**src/rtl/dvs_pkg.sv**
```systemverilog
// dvs_pkg: shared types, constants and helper functions for the drum voice synth
// no dependencies; imported by every module of the block except dvs_ram
`timescale 1ns / 1ps
`default_nettype none

package dvs_pkg;

	// parameter defaults
	localparam int SINE_DEPTH_DEF = 1024;
	localparam int ENV_FRAC_DEF   = 24;

	// stream and config port widths
	localparam int IN_DATA_W  = 24;
	localparam int OUT_DATA_W = 24;
	localparam int CFG_IDX_W  = 4;
	localparam int CFG_DATA_W = 32;
	localparam int STEP_W     = 25;
	localparam int VEL_W      = 16;
	localparam int SAMPLE_W   = 16;

	// register indexes
	localparam logic [CFG_IDX_W-1:0] CFG_KICK_PHASE  = 4'd0;
	localparam logic [CFG_IDX_W-1:0] CFG_SNARE_PHASE = 4'd1;
	localparam logic [CFG_IDX_W-1:0] CFG_KICK_DECAY  = 4'd2;
	localparam logic [CFG_IDX_W-1:0] CFG_SNARE_DECAY = 4'd3;
	localparam logic [CFG_IDX_W-1:0] CFG_HIHAT_DECAY = 4'd4;
	localparam logic [CFG_IDX_W-1:0] CFG_PERC_DECAY  = 4'd5;
	localparam logic [CFG_IDX_W-1:0] CFG_PITCH_DECAY = 4'd6;
	localparam logic [CFG_IDX_W-1:0] CFG_NOISE_SEED  = 4'd7;

	// register reset values
	localparam logic [31:0]       RST_KICK_PHASE  = 32'd5368709;
	localparam logic [31:0]       RST_SNARE_PHASE = 32'd10737418;
	localparam logic [STEP_W-1:0] RST_KICK_DECAY  = 25'd1165;
	localparam logic [STEP_W-1:0] RST_SNARE_DECAY = 25'd1748;
	localparam logic [STEP_W-1:0] RST_HIHAT_DECAY = 25'd6991;
	localparam logic [STEP_W-1:0] RST_PERC_DECAY  = 25'd3495;
	localparam logic [STEP_W-1:0] RST_PITCH_DECAY = 25'd6991;
	localparam logic [31:0]       RST_NOISE_SEED  = 32'd1;

	// arithmetic constants
	localparam logic [31:0] HALF_PI_Q30 = 32'd1686629713;
	localparam logic [31:0] LFSR_MASK   = 32'h80200003;
	localparam logic [14:0] C_TONE      = 15'd9830;
	localparam logic [14:0] C_SNARE     = 15'd22938;
	localparam logic [14:0] C_HALF      = 15'd16384;
	localparam logic [VEL_W-1:0] VEL_MAX = 16'd32768;

	// constant divider: 32-bit dividend, 4 quotient bits per cycle
	localparam int DIV_W     = 32;
	localparam int DIV_STEPS = 4;
	localparam int DIV_CNT_W = $clog2(DIV_W / DIV_STEPS);

	typedef enum logic {
		OP_TICK = 1'b0,
		OP_TRIG = 1'b1
	} op_t;

	typedef enum logic [1:0] {
		VT_KICK  = 2'd0,
		VT_SNARE = 2'd1,
		VT_HIHAT = 2'd2,
		VT_PERC  = 2'd3
	} voice_type_t;

	typedef struct packed {
		logic [31:0] a;
		logic [31:0] b;
	} mul_req_t;

	typedef enum logic [3:0] {
		INIT_MX,
		INIT_X,
		INIT_X2IS,
		INIT_X2,
		INIT_TM,
		INIT_TD,
		INIT_DW,
		INIT_WR,
		INIT_DONE
	} init_state_t;

	typedef enum logic [3:0] {
		V_IDLE,
		V_KTURN,
		V_KIDX,
		V_SIDX,
		V_RD,
		V_RDW,
		V_QMUL,
		V_QRES,
		V_M1,
		V_M2,
		V_M3,
		V_OUT
	} voice_state_t;

	// taylor term divisors for x^3, x^5, x^7, x^9
	function automatic logic [6:0] taylor_div(input logic [1:0] k);
		logic [6:0] d;
		case (k)
			2'd0: d = 7'd6;
			2'd1: d = 7'd20;
			2'd2: d = 7'd42;
			default: d = 7'd72;
		endcase
		return d;
	endfunction

	// galois lfsr, one step
	function automatic logic [31:0] lfsr_next(input logic [31:0] s);
		logic [31:0] n;
		n = {1'b0, s[31:1]};
		if (s[0]) begin
			n = n ^ LFSR_MASK;
		end
		return n;
	endfunction

endpackage

`default_nettype wire

```
**src/rtl/dvs_mul.sv**
```systemverilog
// dvs_mul: shared 32x32 unsigned multiplier with registered product
// depends on dvs_pkg (mul_req_t)
`timescale 1ns / 1ps
`default_nettype none

module dvs_mul
	import dvs_pkg::*;
(
	input  wire logic     clk,
	input  wire mul_req_t req,
	output logic [63:0]   prod
);

	always_ff @(posedge clk) begin
		prod <= 64'(req.a) * 64'(req.b);
	end

endmodule

`default_nettype wire

```
**config.mk**
```make
export PLATFORM = sky130hd
export DESIGN_NAME = dvs_mul
export DESIGN_NICKNAME = d
export VERILOG_FILES = /design/src/rtl/dvs_pkg.sv /design/src/rtl/dvs_mul.sv
export SDC_FILE = /design/constraint.sdc
export NUM_CORES = 2
export LEC_CHECK = 0
export ABC_AREA = 0
export ABC_CLOCK_PERIOD_IN_PS = 7700
export CAP_MARGIN = 0
export CORE_MARGIN = 4
export CORE_UTILIZATION = 55
export CTS_CLUSTER_DIAMETER = 30
export CTS_CLUSTER_SIZE = 16
export DETAILED_ROUTE_END_ITERATION = 16
export DONT_BUFFER_PORTS = 1
export PLACE_DENSITY = 0.74
export SYNTH_ARGS = -nofsm -noshare
export SYNTH_HDL_FRONTEND = slang
export SYNTH_SLANG_ARGS = --single-unit
```
**constraint.sdc**
```tcl
create_clock -name clk -period 7.7 [get_ports clk]
set_input_delay 0 -clock clk [delete_from_list [all_inputs] [get_ports clk]]
set_output_delay 0 -clock clk [all_outputs]
set_load 0.02 [all_outputs]
```
# [Yosys cells after proc, flatten, opt, wreduce, memory -nomap -nowiden]
# Index checks and enable logic that the tools add are counted.
[op_classes] n_addsub=0 n_mul=1 n_div=0 order_cmp=0 eq_ne=0 shifts=0 mux=0 bitwise=0 n_reduce_logical=0
[op_table] operator="$mul 32x32->64" count=1
[totals] regBits=64 latchBits=0 mem_bits_rw=0 romBits=0 in_bits=65 out_inout_bits=64 wordCells=2 mem_count=0

# [Logic depth before layout (Yosys ltp)]
[depth] depth_word=1 depth_mapped=29 depth_no_buf=27

# [Worst setup path before layout]
# Ideal clock, no wire load.
[synth_timing] path_kind="in2reg" start="input req[57] (netlist name)" end="register prod[62]" setup_time_ns=0.072 arrival_ns=6.681 t_required_ns=7.628 slack_ns=0.947 cell_stages=25 path_buffers=2 cell_sequence="clkbuf_1 -> nand2_1 -> fa_1 -> inv_1 -> fa_1 -> inv_1 -> fa_1 -> inv_1 -> fa_1 -> fa_1 -> fa_1 -> fa_1 -> inv_1 -> fa_1 -> inv_1 -> ha_1 -> buf_2 -> nand4_1 -> or4_1 -> or3_1 -> a31oi_1 -> a31o_2 -> a211oi_1 -> o21ai_1 -> xor2_1"
[synth_between] elab_chain_cells=1
[synth_rtl] element="start, declared" line_no="dvs_mul.sv:10" text="input wire mul_req_t req,"
[synth_rtl] element="$mul 32x32->64" line_no="dvs_mul.sv:15" text="prod <= 64'(req.a) * 64'(req.b);"
[synth_rtl] element="end signal, assigned" line_no="dvs_mul.sv:15"
[synth_rtl] element="end, declared" line_no="dvs_mul.sv:11" text="output logic [63:0] prod"
# Every way passes these cells.

# [Final worst setup path]
[layout_timing] start="input req[42] (netlist name)" end="register prod[62]"
# The elaborated chain is that of the path after synthesis.

==> impl_metrics.env <==
export IMPL_outcome="finished clean"
export IMPL_max_slew_margin=0.568
export IMPL_boundaryPins=129
export IMPL_critical_path_max_fanout=32
export IMPL_cp_arrival_ns=7.30
export IMPL_cpLargestDelayFamily="adder cells"
export IMPL_path_buf_inv=4
export IMPL_vias=24300
export IMPL_grt_setup_unrepaired="false"
export IMPL_antenna_left=0
export IMPL_clk_path_buf_depth=2
export IMPL_fin_tns_setup_ns=0
export IMPL_cpPeakStageDelay_ns=0.57
export IMPL_end_kind="flop"
export IMPL_synth_warnings=0
export IMPL_rows=91
export IMPL_async_flop_share=0
export IMPL_synth_net_count=4972
export IMPL_yosysSeqAreaShare=0.0369
export IMPL_finalCritPeriodShare=0.913
export IMPL_groute_usage_overall=0.277
export IMPL_drtIter0Drc=1423
export IMPL_setup_viol=0
export IMPL_synthCells=3748
export IMPL_synth_edf_count=0
export IMPL_final_cell_mix="896 x fa_1, 865 x inv_1, 602 x and2_1"
export IMPL_core_mm2=0.0621
export IMPL_cts_tree="built"
export IMPL_crit_chain="and2_1 > fa_1 > inv_1 > fa_1 > inv_1 > fa_1 > inv_1 > fa_1 > inv_1 > fa_1 > fa_1 > fa_1 > fa_1 > ha_1 > nand4_1 > or4_1 > or3_1 > a31oi_1 > a31o_2 > a211oi_1 > o21ai_1 > xor2_1"
export IMPL_max_cap_violations=0
export IMPL_top_regs="prod x64"
export IMPL_largest_register_ffs=64
export IMPL_hpwl_um=71000
export IMPL_antenna_found_initial=0
export IMPL_crit_top_cell="fa_1"
export IMPL_dieArea_mm2=0.0671
export IMPL_chipWidth_um=259
export IMPL_first_pass_iters=5
export IMPL_drive_above_1_share=0.00958
export IMPL_drt_vias_per_instance=5.53
export IMPL_crit_slowest_cell="a31oi_1"
export IMPL_cp_required_ns=7.98
export IMPL_grt_pass1_wl_um=146000
export IMPL_cts_sinks=64
export IMPL_cts_setup_buffers=0
export IMPL_grt_max_degree=33
export IMPL_min_delay_path_class="in -> reg"
export IMPL_post_cts_resized=0
export IMPL_hold_viol=0
export IMPL_holdPathEnd="prod[2]"
export IMPL_nNetsFinal=4768
export IMPL_synth_ff_type="dfxtp_1"
export IMPL_synth_distinct_cells=57
export IMPL_final_common_cell="fa_1"
export IMPL_holdCritStartpoint="req[0]"
export IMPL_postRouteWirelength_um=89000
export IMPL_grt_pass1_vias=27100
export IMPL_finalCriticalPeriod_ns=7.03
export IMPL_regMostFlops="prod"
export IMPL_start_util=0.559
export IMPL_cts_buffers=9
export IMPL_tightest_slew_ns=0.645
export IMPL_ys_seq_elements=64
export IMPL_cts_htree_levels=3
export IMPL_gp_congestion=0.923
export IMPL_grt_overflow_total=0
export IMPL_hold_path_depth=3
export IMPL_crit_type="in -> reg"
export IMPL_wl_per_cell_um=20.3
export IMPL_cp_start_kind="primary input"
export IMPL_max_freq_ghz=0.142
export IMPL_slew_viol_final=0
export IMPL_drc=0
export IMPL_whs_ns=0.100
export IMPL_portBuffers=0
export IMPL_die_h_um=259
export IMPL_clockRootBuffer="clkbuf_16"
export IMPL_cts_clk_slew_worst_paths_ns=0.06
export IMPL_areaGrowthSynthToFinish_pct=1.63
export IMPL_netlist_area_mm2=0.0347
export IMPL_avgSynthCellArea_um2=9.25
## routing by layer
layer	global-route usage	part of all wire	vias to the layer above
li1	-	-	10400
met2	0.496	0.53	926
met3	0.0354	0.059	271
met1	0.331	0.35	12600
met5	0	0	-
met4	0.137	0.060	0
## synth_stat cells (7+ instances only)
cell | number | area [um^2]
xor2_1 | 25 | 219
o21a_1 | 9 | 67.6
a21oi_1 | 63 | 315
clkbuf_1 | 213 | 800
o21ai_0 | 21 | 105
xnor2_1 | 35 | 307
and3_1 | 14 | 87.6
fa_1 | 896 | 17900
and2_1 | 602 | 3770
ha_1 | 263 | 3290
a21o_1 | 40 | 300
nand4_1 | 23 | 144
nand3_1 | 10 | 50.1
inv_1 | 865 | 3250
o21bai_1 | 10 | 75.1
nor3_1 | 7 | 35.0
nand2_1 | 480 | 1800
nor2_1 | 20 | 75.1
dfxtp_1 | 64 | 1280
a31oi_1 | 12 | 75.1
## cell families after synthesis
logic type / count (synthesis) / synth area share
compound gates: 202 / 0.0415
xor+xnor: 60 / 0.0152
fa+ha+maj: 1159 / 0.612
buf+inv: 1085 / 0.118
flops: 64 / 0.0369
mux: 1 / 0.000289
simple gates: 1177 / 0.176
## what timing repair did
action | 4_1_cts | 5_1_grt
hold buffers | 4 | 0
endpoints found under the setup margin | 0 | 0
hold endpoints to repair | 2 | 0
## stage by stage
stage | util | std cells | area (um^2) | setup WS, ns
after floorplan | - | 3748 | 34700 | 0.947
after global placement | 0.562 | 4366 | 34900 | 0.516
after detailed placement | 0.562 | 4366 | 34900 | 0.416
after CTS | 0.568 | 4386 | 35200 | 0.781
after global routing | 0.568 | 4386 | 35200 | 0.471
final | 0.568 | 4387 | 35200 | 0.673
## layout make-up
type | count | area, um^2
clock inverter | 7 | 77.6
fill | 5440 | 26800
antenna | 1 | 2.50
inverter | 865 | 3250
sequential | 64 | 1280
tap | 837 | 1050
timing repair buffer | 5 | 47.5
multi-input combinational | 2599 | 29300
clock buffer | 9 | 225
## worst max-delay path by stage
stage	from	to	slack, ns	cells past startpoint
after CTS	req[42]	prod[62]	0.78	22
after global placement	req[42]	prod[62]	0.52	22
after global routing	req[58]	prod[62]	0.47	24
after detailed placement	req[42]	prod[62]	0.42	22
final	req[42]	prod[62]	0.67	22
after floorplan	req[57]	prod[62]	0.95	25
Power is left out: the tool's default activity adds up to more than one toggle a clock period on the data nets, which glitch-free logic cannot reach.
