[src/rtl/dvs_pkg.sv]
// dvs_pkg: shared types, constants and helper functions for the drum voice synth
// no dependencies; imported by every module of the block except dvs_ram
`timescale 1ns / 1ps
`default_nettype none

package dvs_pkg;

	// parameter defaults
	localparam int SINE_DEPTH_DEF = 1024;
	localparam int ENV_FRAC_DEF   = 24;

	// stream and config port widths
	localparam int IN_DATA_W  = 24;
	localparam int OUT_DATA_W = 24;
	localparam int CFG_IDX_W  = 4;
	localparam int CFG_DATA_W = 32;
	localparam int STEP_W     = 25;
	localparam int VEL_W      = 16;
	localparam int SAMPLE_W   = 16;

	// register indexes
	localparam logic [CFG_IDX_W-1:0] CFG_KICK_PHASE  = 4'd0;
	localparam logic [CFG_IDX_W-1:0] CFG_SNARE_PHASE = 4'd1;
	localparam logic [CFG_IDX_W-1:0] CFG_KICK_DECAY  = 4'd2;
	localparam logic [CFG_IDX_W-1:0] CFG_SNARE_DECAY = 4'd3;
	localparam logic [CFG_IDX_W-1:0] CFG_HIHAT_DECAY = 4'd4;
	localparam logic [CFG_IDX_W-1:0] CFG_PERC_DECAY  = 4'd5;
	localparam logic [CFG_IDX_W-1:0] CFG_PITCH_DECAY = 4'd6;
	localparam logic [CFG_IDX_W-1:0] CFG_NOISE_SEED  = 4'd7;

	// register reset values
	localparam logic [31:0]       RST_KICK_PHASE  = 32'd5368709;
	localparam logic [31:0]       RST_SNARE_PHASE = 32'd10737418;
	localparam logic [STEP_W-1:0] RST_KICK_DECAY  = 25'd1165;
	localparam logic [STEP_W-1:0] RST_SNARE_DECAY = 25'd1748;
	localparam logic [STEP_W-1:0] RST_HIHAT_DECAY = 25'd6991;
	localparam logic [STEP_W-1:0] RST_PERC_DECAY  = 25'd3495;
	localparam logic [STEP_W-1:0] RST_PITCH_DECAY = 25'd6991;
	localparam logic [31:0]       RST_NOISE_SEED  = 32'd1;

	// arithmetic constants
	localparam logic [31:0] HALF_PI_Q30 = 32'd1686629713;
	localparam logic [31:0] LFSR_MASK   = 32'h80200003;
	localparam logic [14:0] C_TONE      = 15'd9830;
	localparam logic [14:0] C_SNARE     = 15'd22938;
	localparam logic [14:0] C_HALF      = 15'd16384;
	localparam logic [VEL_W-1:0] VEL_MAX = 16'd32768;

	// constant divider: 32-bit dividend, 4 quotient bits per cycle
	localparam int DIV_W     = 32;
	localparam int DIV_STEPS = 4;
	localparam int DIV_CNT_W = $clog2(DIV_W / DIV_STEPS);

	typedef enum logic {
		OP_TICK = 1'b0,
		OP_TRIG = 1'b1
	} op_t;

	typedef enum logic [1:0] {
		VT_KICK  = 2'd0,
		VT_SNARE = 2'd1,
		VT_HIHAT = 2'd2,
		VT_PERC  = 2'd3
	} voice_type_t;

	typedef struct packed {
		logic [31:0] a;
		logic [31:0] b;
	} mul_req_t;

	typedef enum logic [3:0] {
		INIT_MX,
		INIT_X,
		INIT_X2IS,
		INIT_X2,
		INIT_TM,
		INIT_TD,
		INIT_DW,
		INIT_WR,
		INIT_DONE
	} init_state_t;

	typedef enum logic [3:0] {
		V_IDLE,
		V_KTURN,
		V_KIDX,
		V_SIDX,
		V_RD,
		V_RDW,
		V_QMUL,
		V_QRES,
		V_M1,
		V_M2,
		V_M3,
		V_OUT
	} voice_state_t;

	// taylor term divisors for x^3, x^5, x^7, x^9
	function automatic logic [6:0] taylor_div(input logic [1:0] k);
		logic [6:0] d;
		case (k)
			2'd0: d = 7'd6;
			2'd1: d = 7'd20;
			2'd2: d = 7'd42;
			default: d = 7'd72;
		endcase
		return d;
	endfunction

	// galois lfsr, one step
	function automatic logic [31:0] lfsr_next(input logic [31:0] s);
		logic [31:0] n;
		n = {1'b0, s[31:1]};
		if (s[0]) begin
			n = n ^ LFSR_MASK;
		end
		return n;
	endfunction

endpackage

`default_nettype wire

[src/rtl/dvs_div.sv]
// dvs_div: radix-16 restoring divider for small constant divisors (up to 7 bits)
// depends on dvs_pkg (DIV_W, DIV_STEPS, DIV_CNT_W)
`timescale 1ns / 1ps
`default_nettype none

module dvs_div
	import dvs_pkg::*;
(
	input  wire logic             clk,
	input  wire logic             arst_n,
	input  wire logic             start,
	input  wire logic [DIV_W-1:0] dividend,
	input  wire logic [6:0]       divisor,
	output logic                  busy,
	output logic      [DIV_W-1:0] quotient
);

	logic [DIV_W-1:0]     work_q;
	logic [6:0]           rem_q;
	logic [6:0]           div_q;
	logic [DIV_CNT_W-1:0] cnt_q;
	logic                 busy_q;
	logic [DIV_W-1:0]     work_d;
	logic [6:0]           rem_d;

	// dividend bits shift out the top, quotient bits shift in the bottom
	always_comb begin
		logic [7:0] rr;
		work_d = work_q;
		rem_d  = rem_q;
		for (int j = 0; j < DIV_STEPS; j++) begin
			rr     = {rem_d, work_d[DIV_W-1]};
			work_d = {work_d[DIV_W-2:0], 1'b0};
			if (rr >= {1'b0, div_q}) begin
				rr        = rr - {1'b0, div_q};
				work_d[0] = 1'b1;
			end
			rem_d = rr[6:0];
		end
	end

	always_ff @(posedge clk or negedge arst_n) begin
		if (!arst_n) begin
			busy_q <= 1'b0;
			cnt_q  <= '0;
		end else if (start) begin
			busy_q <= 1'b1;
			cnt_q  <= '0;
		end else if (busy_q) begin
			cnt_q <= cnt_q + 1'b1;
			if (cnt_q == DIV_CNT_W'(DIV_W / DIV_STEPS - 1)) begin
				busy_q <= 1'b0;
			end
		end
	end

	always_ff @(posedge clk) begin
		if (start) begin
			work_q <= dividend;
			rem_q  <= '0;
			div_q  <= divisor;
		end else if (busy_q) begin
			work_q <= work_d;
			rem_q  <= rem_d;
		end
	end

	assign busy     = busy_q;
	assign quotient = work_q;

endmodule

`default_nettype wire

[src/rtl/dvs_sine_init.sv]
// dvs_sine_init: after reset builds the sine table entry by entry with a taylor series
// depends on dvs_pkg, dvs_div; drives the shared multiplier and the table write port
`timescale 1ns / 1ps
`default_nettype none

module dvs_sine_init
	import dvs_pkg::*;
#(
	parameter int DEPTH = SINE_DEPTH_DEF
) (
	input  wire logic                     clk,
	input  wire logic                     arst_n,
	input  wire logic [63:0]              prod,
	output mul_req_t                      mul_req,
	output logic                          wr_en,
	output logic      [$clog2(DEPTH)-1:0] wr_addr,
	output logic      [SAMPLE_W-1:0]      wr_data,
	output logic                          done
);

	localparam int AW = $clog2(DEPTH);
	localparam int RW = $clog2(DEPTH) + 1;
	localparam longint unsigned TWO32 = 64'd1 << 32;
	localparam logic [31:0]   STEP_Q = 32'(TWO32 / DEPTH);
	localparam logic [RW-1:0] STEP_R = RW'(TWO32 % DEPTH);

	init_state_t    state_q, state_d;
	logic [31:0]    t_q;
	logic [RW-1:0]  trem_q;
	logic [AW-1:0]  idx_q;
	logic [31:0]    x_q;
	logic [31:0]    x2_q;
	logic [31:0]    term_q;
	logic [31:0]    acc_q;
	logic [1:0]     k_q;

	logic [30:0]    frac;
	logic [30:0]    fold;
	logic [31:0]    prod_sh;
	logic [RW-1:0]  trem_sum;
	logic [17:0]    acc_rnd;
	logic [15:0]    mag;
	logic           div_start;
	logic           div_busy;
	logic [31:0]    div_quo;
	logic           last;

	// fold the phase onto the first quarter wave
	assign frac    = {1'b0, t_q[29:0]};
	assign fold    = t_q[30] ? (31'h40000000 - frac) : frac;
	assign prod_sh = prod[61:30];
	assign last    = (idx_q == AW'(DEPTH - 1));

	assign trem_sum = trem_q + STEP_R;
	assign acc_rnd  = 18'((33'(acc_q) + 33'd16384) >> 15);
	assign mag      = (acc_rnd > 18'd32767) ? 16'h7FFF : {1'b0, acc_rnd[14:0]};

	assign wr_addr = idx_q;
	assign wr_data = t_q[31] ? (16'd0 - mag) : mag;
	assign done    = (state_q == INIT_DONE);

	dvs_div u_div (
		.clk      (clk),
		.arst_n   (arst_n),
		.start    (div_start),
		.dividend (prod_sh),
		.divisor  (taylor_div(k_q)),
		.busy     (div_busy),
		.quotient (div_quo)
	);

	always_ff @(posedge clk or negedge arst_n) begin
		if (!arst_n) begin
			state_q <= INIT_MX;
		end else begin
			state_q <= state_d;
		end
	end

	always_comb begin
		state_d   = state_q;
		mul_req   = '0;
		div_start = 1'b0;
		wr_en     = 1'b0;
		case (state_q)
			INIT_MX: begin
				mul_req.a = {1'b0, fold};
				mul_req.b = HALF_PI_Q30;
				state_d   = INIT_X;
			end
			INIT_X: begin
				state_d = INIT_X2IS;
			end
			INIT_X2IS: begin
				mul_req.a = x_q;
				mul_req.b = x_q;
				state_d   = INIT_X2;
			end
			INIT_X2: begin
				state_d = INIT_TM;
			end
			INIT_TM: begin
				mul_req.a = term_q;
				mul_req.b = x2_q;
				state_d   = INIT_TD;
			end
			INIT_TD: begin
				div_start = 1'b1;
				state_d   = INIT_DW;
			end
			INIT_DW: begin
				if (!div_busy) begin
					state_d = (k_q == 2'd3) ? INIT_WR : INIT_TM;
				end
			end
			INIT_WR: begin
				wr_en   = 1'b1;
				state_d = last ? INIT_DONE : INIT_MX;
			end
			INIT_DONE: begin
				state_d = INIT_DONE;
			end
			default: begin
				state_d = INIT_MX;
			end
		endcase
	end

	// table position: t = floor(i * 2^32 / DEPTH), stepped with a remainder
	always_ff @(posedge clk or negedge arst_n) begin
		if (!arst_n) begin
			t_q    <= '0;
			trem_q <= '0;
			idx_q  <= '0;
			k_q    <= '0;
		end else begin
			if (state_q == INIT_WR) begin
				idx_q <= idx_q + 1'b1;
				if (trem_sum >= RW'(DEPTH)) begin
					t_q    <= t_q + STEP_Q + 32'd1;
					trem_q <= trem_sum - RW'(DEPTH);
				end else begin
					t_q    <= t_q + STEP_Q;
					trem_q <= trem_sum;
				end
			end
			if (state_q == INIT_X2) begin
				k_q <= '0;
			end else if (state_q == INIT_DW && !div_busy) begin
				k_q <= k_q + 1'b1;
			end
		end
	end

	always_ff @(posedge clk) begin
		case (state_q)
			INIT_X: begin
				x_q    <= prod_sh;
				term_q <= prod_sh;
				acc_q  <= prod_sh;
			end
			INIT_X2: begin
				x2_q <= prod_sh;
			end
			INIT_DW: begin
				if (!div_busy) begin
					term_q <= div_quo;
					// alternate signs: - x^3/3! + x^5/5! - x^7/7! + x^9/9!
					acc_q  <= k_q[0] ? (acc_q + div_quo) : (acc_q - div_quo);
				end
			end
			default: begin
			end
		endcase
	end

endmodule

`default_nettype wire

[config.mk]
export PLATFORM = sky130hd
export DESIGN_NAME = dvs_sine_init
export DESIGN_NICKNAME = d
export VERILOG_FILES = /design/src/rtl/dvs_pkg.sv /design/src/rtl/dvs_div.sv /design/src/rtl/dvs_sine_init.sv
export SDC_FILE = /design/constraint.sdc
export NUM_CORES = 1
export LEC_CHECK = 0
export BUFFER_PORTS_ARGS = -buffer_cell sky130_fd_sc_hd__buf_2
export CAP_MARGIN = 15
export CORE_MARGIN = 1.5
export CORE_UTILIZATION = 45
export CTS_BUF_LIST = sky130_fd_sc_hd__clkbuf_16
export DETAILED_ROUTE_END_ITERATION = 16
export PLACE_DENSITY = 0.61
export SLEW_MARGIN = 20
export SYNTH_ARGS = -nofsm -noshare
export SYNTH_HDL_FRONTEND = slang
export SYNTH_SLANG_ARGS = --single-unit
export TNS_END_PERCENT = 20
[constraint.sdc]
create_clock -name clk -period 11.2 [get_ports clk]
set_clock_uncertainty 0.2 [all_clocks]
set_input_delay 0.56 -clock clk [delete_from_list [all_inputs] [get_ports clk]]
set_output_delay 0.56 -clock clk [all_outputs]
set_load 0.02 [all_outputs]
Yosys cells after proc, flatten, opt, wreduce, memory -nomap -nowiden:

Index checks and enable logic that the tools add are counted.

* div/mod/pow operators: 0
* bitwise gates (word level): 0
* $add $sub $neg: 15
* multipliers: 0
* reduce and logical (&&, ||, !) cells: 9
* muxes and demuxes: 34
* order comparisons: 6
* shift-type cells: 0
* eq/ne operators: 14

Operator list (number)
* $mux 32: 6
* $pmux 64 s3: 1
* $pmux 32 s2: 2
* $pmux 4 s9: 1
* $add 32x15->33 const B: 1
* $add 32x1->32 const B: 1
* $add 32x23->32 const B: 1
* $add 32x32->32: 1
* $ge 8x7->1: 4
* $sub 32x32->32: 1
* $mux 31: 1
* $sub 31x30->31 const A: 1
* $mux 7: 4
* $sub 7x7->7: 4
* $pmux 7 s3: 1
* $gt 18x15->1 const B: 1
* $eq 4x3->1 const B: 4
* $mux 16: 1
* $sub 1x15->16 const A: 1
* $mux 15: 1
* $ge 11x11->1 const B: 1
* $sub 11x11->11 const B: 1
* $add 10x1->10 const B: 1
* $eq 10x10->1 const B: 1
* 19 further kinds: 36

* output and inout port bits: 92
* register bits: 237
* bits in latches: 0
* memories kept: 0
* memory bits (writable): 0
* bits in read-only memories: 0

Logic depth before layout (Yosys ltp):

* depth in word-level cells: 10
* mapped depth: 34

Hierarchy:

A second synthesis with hierarchy kept.

* cell total of the unflattened synthesis: 1501
* area, all modules: 14960.6 µm²

Modules (own cells, without submodules)
* dvs_sine_init: sequential area each 5069.9 µm², cells each 1163, instances 1, area an instance 11207.0 µm²
* dvs_div: sequential area each 1411.4 µm², cells each 338, instances 1, area an instance 3753.6 µm²

Worst setup path after synthesis:

Ideal clock, no wire load.

* path kind: register -> register
* start: register u_div.div_q[2]
* end: register u_div.rem_q[3]
* setup time: 122 ps
* data required time: 10878 ps
* period minus slack after synthesis: 8060 ps
* path slack: 3140 ps
* stages on the path, launching flop included: 34
* data arrival time: 7738 ps
* path through: edfxtp_1 -> inv_1 -> ha_1 -> nor2b_4 -> o31a_1 -> o31a_1 -> nor2_1 -> mux2_2 -> inv_1 -> ha_1 -> nor2b_1 -> o31a_1 -> o21a_1 -> o31a_1 -> or2_2 -> o21ai_0 -> inv_1 -> ha_1 -> a21o_1 -> a221o_1 -> o21ai_0 -> nor4bb_1 -> mux2_4 -> mux2i_1 -> ha_1 -> nor2b_1 -> o21ai_0 -> a21oi_1 -> o21ai_0 -> nand2b_1 -> a31o_2 -> a21o_1 -> o2111a_1 -> a311o_1

* word-level cells in the longest chain between the ends: 8
* elaborated cells on any way between the ends: 12
* those cells by class: add/sub (4); order compare (4); mux (4)

RTL lines
* start, declared: line dvs_div.sv:20 `logic [6:0] div_q;`
* start signal, assigned: line dvs_div.sv:61 `div_q <= divisor;`
* $sub 7x7->7 or $ge 8x7->1 (tied branches): line dvs_div.sv:35, dvs_div.sv:34
* $mux 7: line dvs_div.sv:34 `if (rr >= {1'b0, div_q}) begin`
* $sub 7x7->7 or $ge 8x7->1 (tied branches): line dvs_div.sv:35, dvs_div.sv:34
* $mux 7: line dvs_div.sv:34
* $ge 8x7->1 or $sub 7x7->7 (tied branches): line dvs_div.sv:34, dvs_div.sv:35
* $mux 7: line dvs_div.sv:34
* $sub 7x7->7 or $ge 8x7->1 (tied branches): line dvs_div.sv:35, dvs_div.sv:34
* $mux 7 (*): line dvs_div.sv:34
* end signal, assigned: line dvs_div.sv:64 `rem_q <= rem_d;`
* end, declared: line dvs_div.sv:19 `logic [6:0] rem_q;`

Every way passes the cells marked *; elsewhere a longest branch is shown, timed or not.
A chain may end at the register's enable or synchronous reset.

Final worst setup path:

Same ends and word-level chain as after synthesis.

==> flow_metrics.env <==
export IMPL_status="complete, but fails checks"
export IMPL_violations="negative hold slack"
export IMPL_detail_route_antenna_nets=0
export IMPL_hold_class="in2async"
export IMPL_netlist_instances=1533
export IMPL_critical_path_startpoint_type="flop"
export IMPL_clock_tree_htree_level_count=1
export IMPL_grt_util_met3_pct=2.08
export IMPL_floorplan_die_height_um=183
export IMPL_cts_tree="built"
export IMPL_floorplan_core_area_sq_um=31800
export IMPL_clock_insertion_delay_worst_skew_ps=530
export IMPL_n_antenna_cell=0
export IMPL_netlist_area_sq_um=14600
export IMPL_synth_async_reset_ratio_pct=23.5
export IMPL_drtIter0Drc=917
export IMPL_rsz0062_at_grt="false"
export IMPL_post_dp_hpwl_um=28700
export IMPL_required_worst_endpoint_ps=11410
export IMPL_timing_max_cap_violations=0
export IMPL_post_synth_top_count_cell="nand2_1"
export IMPL_grt_start_max_net_pins=71
export IMPL_synth_flop_cell="edfxtp_1"
export IMPL_finalWirelength_um=39600
export IMPL_worst_slack_ps=1930
export IMPL_grt_pass1_wl_um=62800
export IMPL_cts_buffers=25
export IMPL_sum_of_overflow_across_all_layers_after_global_routing=0
export IMPL_ys_types=75
export IMPL_tightest_slew_ps=983
export IMPL_critPathMaxStageDelay_ps=480
export IMPL_cts_buffer_depth=3
export IMPL_die_width_um=183
export IMPL_max_freq_mhz=108
export IMPL_timing_max_transition_violations_final=0
export IMPL_ports_placed_on_the_boundary=158
export IMPL_flow_area_growth_from_synthesis_pct=12.5
export IMPL_numClockSinks=226
export IMPL_mappedNetlistNets=1676
export IMPL_leading_post_synthesis_cells_by_cell_area="edfxtp_1 (34%), dfrtp_1 (9.1%), ha_1 (6.2%)"
export IMPL_floorplan_rows=65
export IMPL_drtPass1Iterations=5
export IMPL_hold_viol=1
export IMPL_place_congestion=0.912
export IMPL_power_per_cell_area_nw_per_um2=164
export IMPL_detail_route_drc_violations=0
export IMPL_arrival_ps=9480
export IMPL_grt_busiest_layer="met2"
export IMPL_critPathLaunch="u_div.div_q[2]$_DFFE_PP_"
export IMPL_nets=1765
export IMPL_slew_headroom_pct=34.5
export IMPL_route_detailed_wl_per_inst_um=19.1
export IMPL_floorplan_die_area_sq_um=33600
export IMPL_path_max_fanout=13
export IMPL_worstReg2RegStart="u_div.div_q[2]$_DFFE_PP_"
export IMPL_number_of_global_route_vias_before_repair=11200
export IMPL_report_final_setup_viol=0
export IMPL_cp_buffers_inverters=3
export IMPL_fill_count=2986
export IMPL_type_of_the_worst_setup_path="reg2reg"
export IMPL_drt_vias_per_instance=5.71
export IMPL_cts_clk_slew_worst_paths_ps=60
export IMPL_layout_drive_gt1_share_pct=13.2
export IMPL_cts_hold_repair_buffers=0
export IMPL_floorplan_initialDensity_pct=46.0
export IMPL_track_usage_pct=23.7
export IMPL_initial_antenna_violation_count=0
export IMPL_cts_repair_resize_count=0
export IMPL_place_ws_ps=2000
export IMPL_synth_seq_cells=226
export IMPL_timing_hold_ws_ps=-1.57
export IMPL_syn_mean_instance_area_sq_um=9.54
export IMPL_leakage_dissipation_uw=0.00674
export IMPL_met1_usage_pct=35.1
export IMPL_most_common_library_cells_after_synthesis="nand2_1 (239), edfxtp_1 (166), o21ai_0 (125)"
export IMPL_globalRouteMet2Util_pct=38.0
export IMPL_route_vias_total=11900
export IMPL_largest_area_contributor_in_the_netlist="edfxtp_1"
export IMPL_worstSetupEndpointType="flop"
export IMPL_cts_root_buf="clkbuf_16"
export IMPL_synth_sequential_area_ratio_pct=44.1
export IMPL_synth_top_cell_area_share_pct=34.1
export IMPL_timing_setup_tns_ps=0
export IMPL_ir_drop_mv=0.214
export IMPL_fin_crit_sh_pct=82.8
export IMPL_buffer_ports_inserted=125
export IMPL_synth_edff_count=166
export IMPL_yosys_warnings=0
export IMPL_period_minus_slack_ps=9270
export IMPL_path_delay_family="compound AO/OA/AOI/OAI gates"
export IMPL_post_cts_setup_buffers=0
export IMPL_critPathSlowestCell="edfxtp_1"
==> path summary, 6_finish.rpt <==
path / to / slack (ps) / cells after the start
max: u_div.rem_q[3]$_SDFFE_PP0P_ / 1930 / 33
min: wr_addr[4]$_DFFE_PN0P_ / -2 / 2
max reg2reg: u_div.rem_q[3]$_SDFFE_PP0P_ / 1930 / 33
min reg2reg: trem_q[10]$_DFFE_PN0P_ / 300 / 1
max in group asynchronous: t_q[23]$_DFFE_PN0P_ / 10290 / 2
min in group clk: x_q[14]$_DFFE_PP_ / 60 / 1
==> cell type report <==
type                       count  area [sq um]  share of cell area (%)
multi-input combinational   1176          7700                    46.8
sequential                   226          6450                    39.2
timing repair buffer         139           731                    4.44
clock buffer                  25           626                    3.80
tap                          435           544                    3.31
inverter                      54           203                    1.23
clock inverter                20           199                    1.21
==> metal layers <==
layer,part of all wire [%],routed length (um)
met2,45,17900
met3,5.1,2010
met5,0,0
met1,48,19100
met4,1.4,572
==> cells in the final DEF (no fill, tap or decap), types with 16 or more instances in the layout <==
cell type / count
nand3_1: 34
dfrtp_1: 53
edfxtp_1: 166
nand2_1: 238
a22o_1: 17
nand4_1: 21
a221o_1: 18
buf_2: 125
nor2b_1: 16
xnor2_1: 80
nor3_1: 31
xor2_1: 79
o21ai_0: 125
ha_1: 72
a21o_1: 22
a22oi_1: 33
nor2_1: 97
a21oi_1: 66
nand2b_1: 17
inv_1: 57
clkbuf_16: 25
==> kinds of logic after synthesis <==
logic type      synth area share [%]
flops                           44.1
mux                             1.82
compound gates                  16.5
simple gates                    17.7
xor+xnor                        9.52
fa+ha+maj                       6.91
buf+inv                         3.45
==> state kept, by name, indices dropped and copies added, names as in the netlist <==
name and count:
u_div.cnt_q 3, u_div.rem_q 7, trem_q 1, term_q 32
u_div.div_q 6, wr_addr 10, x2_q 32, acc_q 32
k_q 2, u_div.busy 1, state_q 4, t_q 32
u_div.quotient 32, x_q 32
==> stage by stage <==
| step | power [uW] | utilization (%) | instance area (sq um) | cells |
|---|---|---|---|---|
| 3_3_place_gp | 1850 | 49.2 | 15600 | 2030 |
| 2_1_floorplan | 1720 | - | 14600 | 1533 |
| 5_1_grt | 2860 | 51.8 | 16500 | 2075 |
| 4_1_cts | 2710 | 51.8 | 16500 | 2075 |
| 6_report | 2700 | 51.8 | 16500 | 2075 |
| 3_5_place_dp | 1870 | 49.2 | 15600 | 2030 |
==> power by group <==
part	switching [uW]	total, uW	leakage (uW)	internal, uW
logic	533	928	0.00406	395
clock network	348	845	0.000402	497
registers	10.9	930	0.00228	919
==> worst reg2reg max path: cells and delay by family (launching register included) <==
kind                       cells  cell delay [ps]
buffers and inverters          3              490
muxes                          3             1110
adders and majority gates      4             1160
and+or+nand+nor                7             1510
DFF                            1              480
AOI/OAI and AO/OA             16             4230
Power figures use the tool's default switching activity.
